### config.mk
export PLATFORM = sky130hd
export DESIGN_NAME = gfmul_ram
export DESIGN_NICKNAME = d
export VERILOG_FILES = /design/src/hw/rtl/gfmul_ram.sv
export SDC_FILE = /design/constraint.sdc
export NUM_CORES = 2
export LEC_CHECK = 0
export ABC_AREA = 0
export BUFFER_PORTS_ARGS = -buffer_cell sky130_fd_sc_hd__buf_4
export CORE_MARGIN = 3
export CORE_UTILIZATION = 60
export CTS_BUF_LIST = sky130_fd_sc_hd__clkbuf_8
export DETAILED_ROUTE_END_ITERATION = 12
export GPL_ROUTABILITY_DRIVEN = 1
export PLACE_DENSITY_LB_ADDON = 0.12
export SYNTH_ARGS = -nofsm -noshare
export SYNTH_HDL_FRONTEND = slang
export SYNTH_SLANG_ARGS = --single-unit
### constraint.sdc
create_clock -name clk -period 2.8 [get_ports clk]
set_input_delay 0.56 -clock clk [delete_from_list [all_inputs] [get_ports clk]]
set_output_delay 0.56 -clock clk [all_outputs]
set_load 0.005 [all_outputs]
### src/hw/rtl/gfmul_ram.sv
module gfmul_ram #(
	parameter int WIDTH = 8,
	parameter int DEPTH = 256
) (
	input  logic                     clk,
	input  logic                     we,
	input  logic [$clog2(DEPTH)-1:0] waddr,
	input  logic [WIDTH-1:0]         wdata,
	input  logic [$clog2(DEPTH)-1:0] raddr,
	output logic [WIDTH-1:0]         rdata
);

	logic [WIDTH-1:0] mem [DEPTH];

	always_ff @(posedge clk) begin
		if (we) mem[waddr] <= wdata;
		rdata <= mem[raddr];
	end

endmodule

* Word-level counts from Yosys, hierarchy flattened *
Memories as Yosys holds them, arrays and structs flattened. A register that Yosys moved wholly into a read port is not among the register bits.
Index checks and enable logic that the tools add are counted.

storage, ports and cells
  bits in latches = 0
  ROM bits = 0
  logic and storage cells = 3
  register bits = 0
  memories = 1
  output and inout port bits = 8
  memory bits (writable) = 2048

operators by class
  bitwise gates (word level) = 0
  multipliers = 0
  eq/ne operators = 0
  shifts and indexed selects = 0
  order comparisons = 0
  div/mod/pow operators = 0
  multiplexer cells = 2
  reduce and logical (&&, ||, !) cells = 0
  add/subtract/negate cells = 0

memories
  name  words  bits a word  read ports  clocked after memory_dff  wr ports  line  RTL
  mem   256    8            1           1                         1         13    logic [WIDTH-1:0] mem [DEPTH];

operators by type and width
  operator           count
  two-way mux 1 bit  2

* Depth between registers and ports, before layout *
  depth in word-level cells = 2
  mapped depth = 11
  mapped depth without buffers = 6

* Worst setup path after synthesis *
OpenSTA, ideal clock, no wires.

  kind = input port to flip-flop
  from = input port raddr[0]
  to = register rdata[2], read port of mem
  required time = 2.669 ns
  slack = 0.302 ns
  arrival time = 2.367 ns
  buffers on the path = 4
  stages on the path = 9
  path through = buf_6 -> buf_12 -> buf_8 -> buf_2 -> mux4_2 -> a22oi_1 -> a21oi_1 -> nor4_1 -> nor4_2

RTL lines
  what         line  RTL
  from (decl)  9     input logic [$clog2(DEPTH)-1:0] raddr,
  to (decl)    10    output logic [WIDTH-1:0] rdata

==> metrics.txt <==
# TYPE chip_impl_metric gauge
chip_impl_metric{name="finalWorstSetupSlack",unit="ps"} 13.0
chip_impl_metric{name="ys_seq_area_share",unit="%"} 77.5
chip_impl_metric{name="postSynthNetCount",unit=""} 3759
chip_impl_info{name="min_path_type",value="input port to register"} 1
chip_impl_metric{name="setup_buffers_after_cts",unit=""} 0
chip_impl_metric{name="yosys.cell_types.count",unit=""} 55
chip_impl_metric{name="placement.io_buffers",unit=""} 33
chip_impl_info{name="run_status",value="finished clean"} 1
chip_impl_metric{name="detail_route.wirelength",unit="µm"} 197000
chip_impl_info{name="ys.flop_type",value="sky130_fd_sc_hd__edfxtp_1"} 1
chip_impl_metric{name="power-per-cell-area",unit="mW/mm²"} 656
chip_impl_metric{name="placed_cells",unit=""} 5914
chip_impl_metric{name="finish.net_count",unit=""} 4535
chip_impl_metric{name="cells_after_synth",unit=""} 3733
chip_impl_metric{name="tritoncts_num_sinks",unit=""} 2056
chip_impl_metric{name="tightestPinTransition",unit="ps"} 1250
chip_impl_metric{name="power.internal",unit="W"} 0.0472
chip_impl_metric{name="core_area",unit="mm²"} 0.131
chip_impl_metric{name="num_io_pins",unit=""} 34
chip_impl_metric{name="crit_fanout",unit=""} 1
chip_impl_metric{name="netlist_area_before_placement",unit="mm²"} 0.0796
chip_impl_metric{name="avgSynthCellArea",unit="µm²"} 21.3
chip_impl_metric{name="initialDrtViolationCount",unit=""} 5060
chip_impl_metric{name="grt_antenna_before_repair",unit=""} 9
chip_impl_info{name="worst_setup_path_end_kind",value="register"} 1
chip_impl_metric{name="ir_worst_vdd",unit="V"} 0.000573
chip_impl_metric{name="antenna_left",unit=""} 0
chip_impl_metric{name="first_pass_iters",unit=""} 6
chip_impl_metric{name="clock_latency",unit="ps"} 1030
chip_impl_metric{name="drive_gt1_share",unit="%"} 32.3
chip_impl_metric{name="synthesis.yosys.warnings",unit=""} 0
chip_impl_metric{name="static-leakage-power",unit="nW"} 30.3
chip_impl_metric{name="finalWorstPathRequiredPeriod",unit="ps"} 2790
chip_impl_info{name="cts_root_buffer",value="sky130_fd_sc_hd__clkbuf_8"} 1
chip_impl_metric{name="die_height",unit="µm"} 370
chip_impl_metric{name="p_comb_share",unit="%"} 5.7
chip_impl_metric{name="clock_power_share",unit="%"} 38.1
chip_impl_metric{name="cts-buffers-inserted",unit=""} 331
chip_impl_metric{name="worst_ep_arrival_time",unit="ps"} 3690
chip_impl_metric{name="starting_density_of_the_core",unit="%"} 60.9
chip_impl_info{name="crit_start",value="mem[82][6]"} 1
chip_impl_metric{name="async_reset_ff_share",unit="%"} 0
chip_impl_metric{name="cap_viol_max_count",unit=""} 0
chip_impl_metric{name="power.sequential.fraction",unit="%"} 56.2
chip_impl_metric{name="maximum_number_of_pins_on_one_net_before_global_route_repair",unit=""} 102
chip_impl_metric{name="worstPathRequired",unit="ps"} 3700
chip_impl_metric{name="fin_crit_sh",unit="%"} 99.5
chip_impl_info{name="yosysTopAreaCell",value="sky130_fd_sc_hd__edfxtp_1"} 1
chip_impl_metric{name="dp_worst_setup_slack",unit="ps"} -1060
chip_impl_metric{name="detailed_place_hpwl",unit="µm"} 128000
chip_impl_metric{name="flow.area_growth_from_synthesis",unit="%"} 15.9
chip_impl_metric{name="drc",unit=""} 0
chip_impl_metric{name="first_global_vias",unit=""} 43100
chip_impl_metric{name="cts_max_level",unit=""} 5
chip_impl_metric{name="timing.clock.skew",unit="ps"} 75.4
chip_impl_metric{name="rows",unit=""} 132
chip_impl_metric{name="routability_congestion_estimate",unit=""} 0.886
chip_impl_metric{name="dr_total_vias",unit=""} 41900
chip_impl_metric{name="clock_path_buffers",unit=""} 4
chip_impl_metric{name="global_route_wire_length_before_repair",unit="µm"} 291000
chip_impl_info{name="worst_setup_path_start_kind",value="register"} 1
chip_impl_metric{name="routedWlPerCell",unit="µm"} 30.3
chip_impl_metric{name="totalPowerFinal",unit="W"} 0.0605
chip_impl_info{name="worst_r2r_startpoint",value="mem[82][6]"} 1
chip_impl_info{name="setup.worst_path.end",value="rdata[6]"} 1
chip_impl_metric{name="setup_total_negative_slack",unit="ps"} 0
chip_impl_metric{name="synth_edf_count",unit=""} 2048
chip_impl_metric{name="power.switching",unit="W"} 0.0133
chip_impl_metric{name="switching_share",unit="%"} 22.0
chip_impl_metric{name="grt_remaining_overflow",unit=""} 0
chip_impl_metric{name="timing.slew.headroom",unit="%"} 15.6
chip_impl_metric{name="reg2regPathDepth",unit=""} 7
chip_impl_metric{name="final_cell_count_no_fill",unit=""} 6494
chip_impl_metric{name="final.fill_count",unit=""} 7777
chip_impl_metric{name="report.final.hold_viol_count",unit=""} 0
chip_impl_info{name="critical_path_class",value="register to register"} 1
chip_impl_metric{name="final-max-slew-violation-count",unit=""} 0
chip_impl_metric{name="drt-vias-per-instance",unit=""} 6.45
chip_impl_info{name="yosys-top-cells-count",value="2048 x sky130_fd_sc_hd__edfxtp_1, 454 x sky130_fd_sc_hd__mux4_2, 282 x sky130_fd_sc_hd__nor2_1, 134 x sky130_fd_sc_hd__mux2i_1, 133 x sky130_fd_sc_hd__a22oi_1"} 1
chip_impl_metric{name="die_width",unit="µm"} 370
chip_impl_info{name="synthTopCellsByArea",value="sky130_fd_sc_hd__edfxtp_1 77%, sky130_fd_sc_hd__mux4_2 13%, sky130_fd_sc_hd__mux2i_1 1.7%, sky130_fd_sc_hd__nor2_1 1.3%, sky130_fd_sc_hd__a22oi_1 1.3%"} 1
chip_impl_metric{name="worst_setup_slack_for_register_to_register_paths",unit="ps"} 10
chip_impl_metric{name="path_clk_slew",unit="ps"} 60
chip_impl_metric{name="design.die.area",unit="mm²"} 0.137
chip_impl_info{name="grt_setup_unrepaired",value="no"} 1
chip_impl_info{name="critical_path.reg2reg.endpoint",value="rdata[6]"} 1
chip_impl_metric{name="global_route_usage_over_all_layers",unit="%"} 29.5
chip_impl_metric{name="clock.fmax",unit="MHz"} 359
chip_impl_info{name="yosys.cell_count.top_type",value="sky130_fd_sc_hd__edfxtp_1"} 1
chip_impl_metric{name="yosys.area.top_type_share",unit="%"} 77.3
chip_impl_metric{name="finalSetupViolations",unit=""} 0
chip_impl_info{name="cts_tree",value="done"} 1
chip_impl_metric{name="yosys_register_bits",unit=""} 2056
[per-stage QoR]
step / util [%] / cell area (µm²) / hold slack [ps]
final: 70.6 / 92200 / 107
after floorplan: - / 79600 / 659
after global routing: 70.6 / 92200 / 86.4
after CTS: 70.5 / 92200 / 43.9
after detailed placement: 66.1 / 86300 / 965
after global placement: 66.1 / 86300 / 957
[final cells by class]
class,instances,area [µm²],share of cell area (%)
flip-flops and latches,2056,61700,66.9
multi-input cells,1442,16500,17.9
repair buffers,676,6060,6.58
clock buffers,340,4680,5.08
well taps,1742,2180,2.36
clock inverters,224,1080,1.17
diodes,12,30.0,0.0326
inverters,2,7.51,0.00814
[critical path, stage by stage (launching register included)]
cell and delay [ps]:
sky130_fd_sc_hd__edfxtp_1 370, sky130_fd_sc_hd__mux4_2 460, sky130_fd_sc_hd__a22o_1 280, sky130_fd_sc_hd__a221oi_2 400, sky130_fd_sc_hd__o32ai_2 210, sky130_fd_sc_hd__nor3_1 690, sky130_fd_sc_hd__buf_4 230, sky130_fd_sc_hd__nor4_2 40
[state kept, by name, indices dropped and copies added, names as in the netlist]
name / cells
mem: 2048
rdata: 8
[kinds of logic (layout without fill, tap and decap cells)]
logic type	Yosys count	count (layout)	share of synthesized area [%]
AOI/OAI and AO/OA	385	385	3.42
buffers and inverters	235	1242	1.83
DFF	2056	2056	77.5
muxes	591	591	14.6
other	0	12	0
and+or+nand+nor	466	466	2.63
[worst min-delay path by stage]
stage / depth (start not counted) / from / endpoint / slack, ps
2_1_floorplan: 0 / wdata[0] / mem[0][0] / 660
3_3_place_gp: 1 / wdata[3] / mem[86][3] / 960
3_5_place_dp: 1 / rdata[7] / rdata[7] / 970
4_1_cts: 1 / wdata[7] / mem[41][7] / 40
5_1_grt: 1 / wdata[7] / mem[60][7] / 90
6_report: 1 / wdata[7] / mem[60][7] / 110
[power by group through the flow]
stage	logic, W	registers (W)	clock network [W]
after detailed placement	0.00346	0.0346	0
final	0.00347	0.0340	0.0230
after floorplan	0.00165	0.0346	0
after global placement	0.00339	0.0346	0
after global routing	0.00365	0.0340	0.0250
after CTS	0.00348	0.0340	0.0234
[what timing repair did]
item / 4_1_cts / 5_1_grt
hold buffers: 4 / 0
endpoints found under the hold margin: 65 / 0
endpoints found under the setup margin: 4 / 0
gates resized for setup: 4 / 0
[layout by cell type, fill, tap and decap left out, types with 6 or more instances in the layout]
master / count
sky130_fd_sc_hd__o221ai_1: 46
sky130_fd_sc_hd__edfxtp_1: 2048
sky130_fd_sc_hd__buf_4: 589
sky130_fd_sc_hd__a21oi_1: 96
sky130_fd_sc_hd__a221oi_1: 13
sky130_fd_sc_hd__clkinv_1: 86
sky130_fd_sc_hd__o22ai_1: 28
sky130_fd_sc_hd__diode_2: 12
sky130_fd_sc_hd__clkinv_2: 28
sky130_fd_sc_hd__bufinv_16: 7
sky130_fd_sc_hd__o21ai_0: 10
sky130_fd_sc_hd__nand2_1: 33
sky130_fd_sc_hd__nor2b_1: 28
sky130_fd_sc_hd__dfxtp_1: 8
sky130_fd_sc_hd__mux4_2: 454
sky130_fd_sc_hd__clkbuf_8: 348
sky130_fd_sc_hd__nor3_1: 19
sky130_fd_sc_hd__nand3_1: 34
sky130_fd_sc_hd__o211ai_1: 10
sky130_fd_sc_hd__nand2b_1: 8
sky130_fd_sc_hd__and2_1: 6
sky130_fd_sc_hd__nor2_1: 279
sky130_fd_sc_hd__a211oi_1: 16
sky130_fd_sc_hd__nor4_1: 22
sky130_fd_sc_hd__buf_12: 73
sky130_fd_sc_hd__nand4_1: 10
sky130_fd_sc_hd__a22oi_1: 133
sky130_fd_sc_hd__inv_1: 100
sky130_fd_sc_hd__mux2i_1: 134
sky130_fd_sc_hd__a22o_1: 8
[layer usage]
layer  routed length (µm)  vias up  GRT usage (%)
met1                75400    22000           41.2
met5                    7        -              0
met2                96000     2241           46.6
met4                 7100        2           10.8
li1                     -    17300              -
met3                18400      396           6.77
Note: power is estimated with default switching activity, not from simulation.
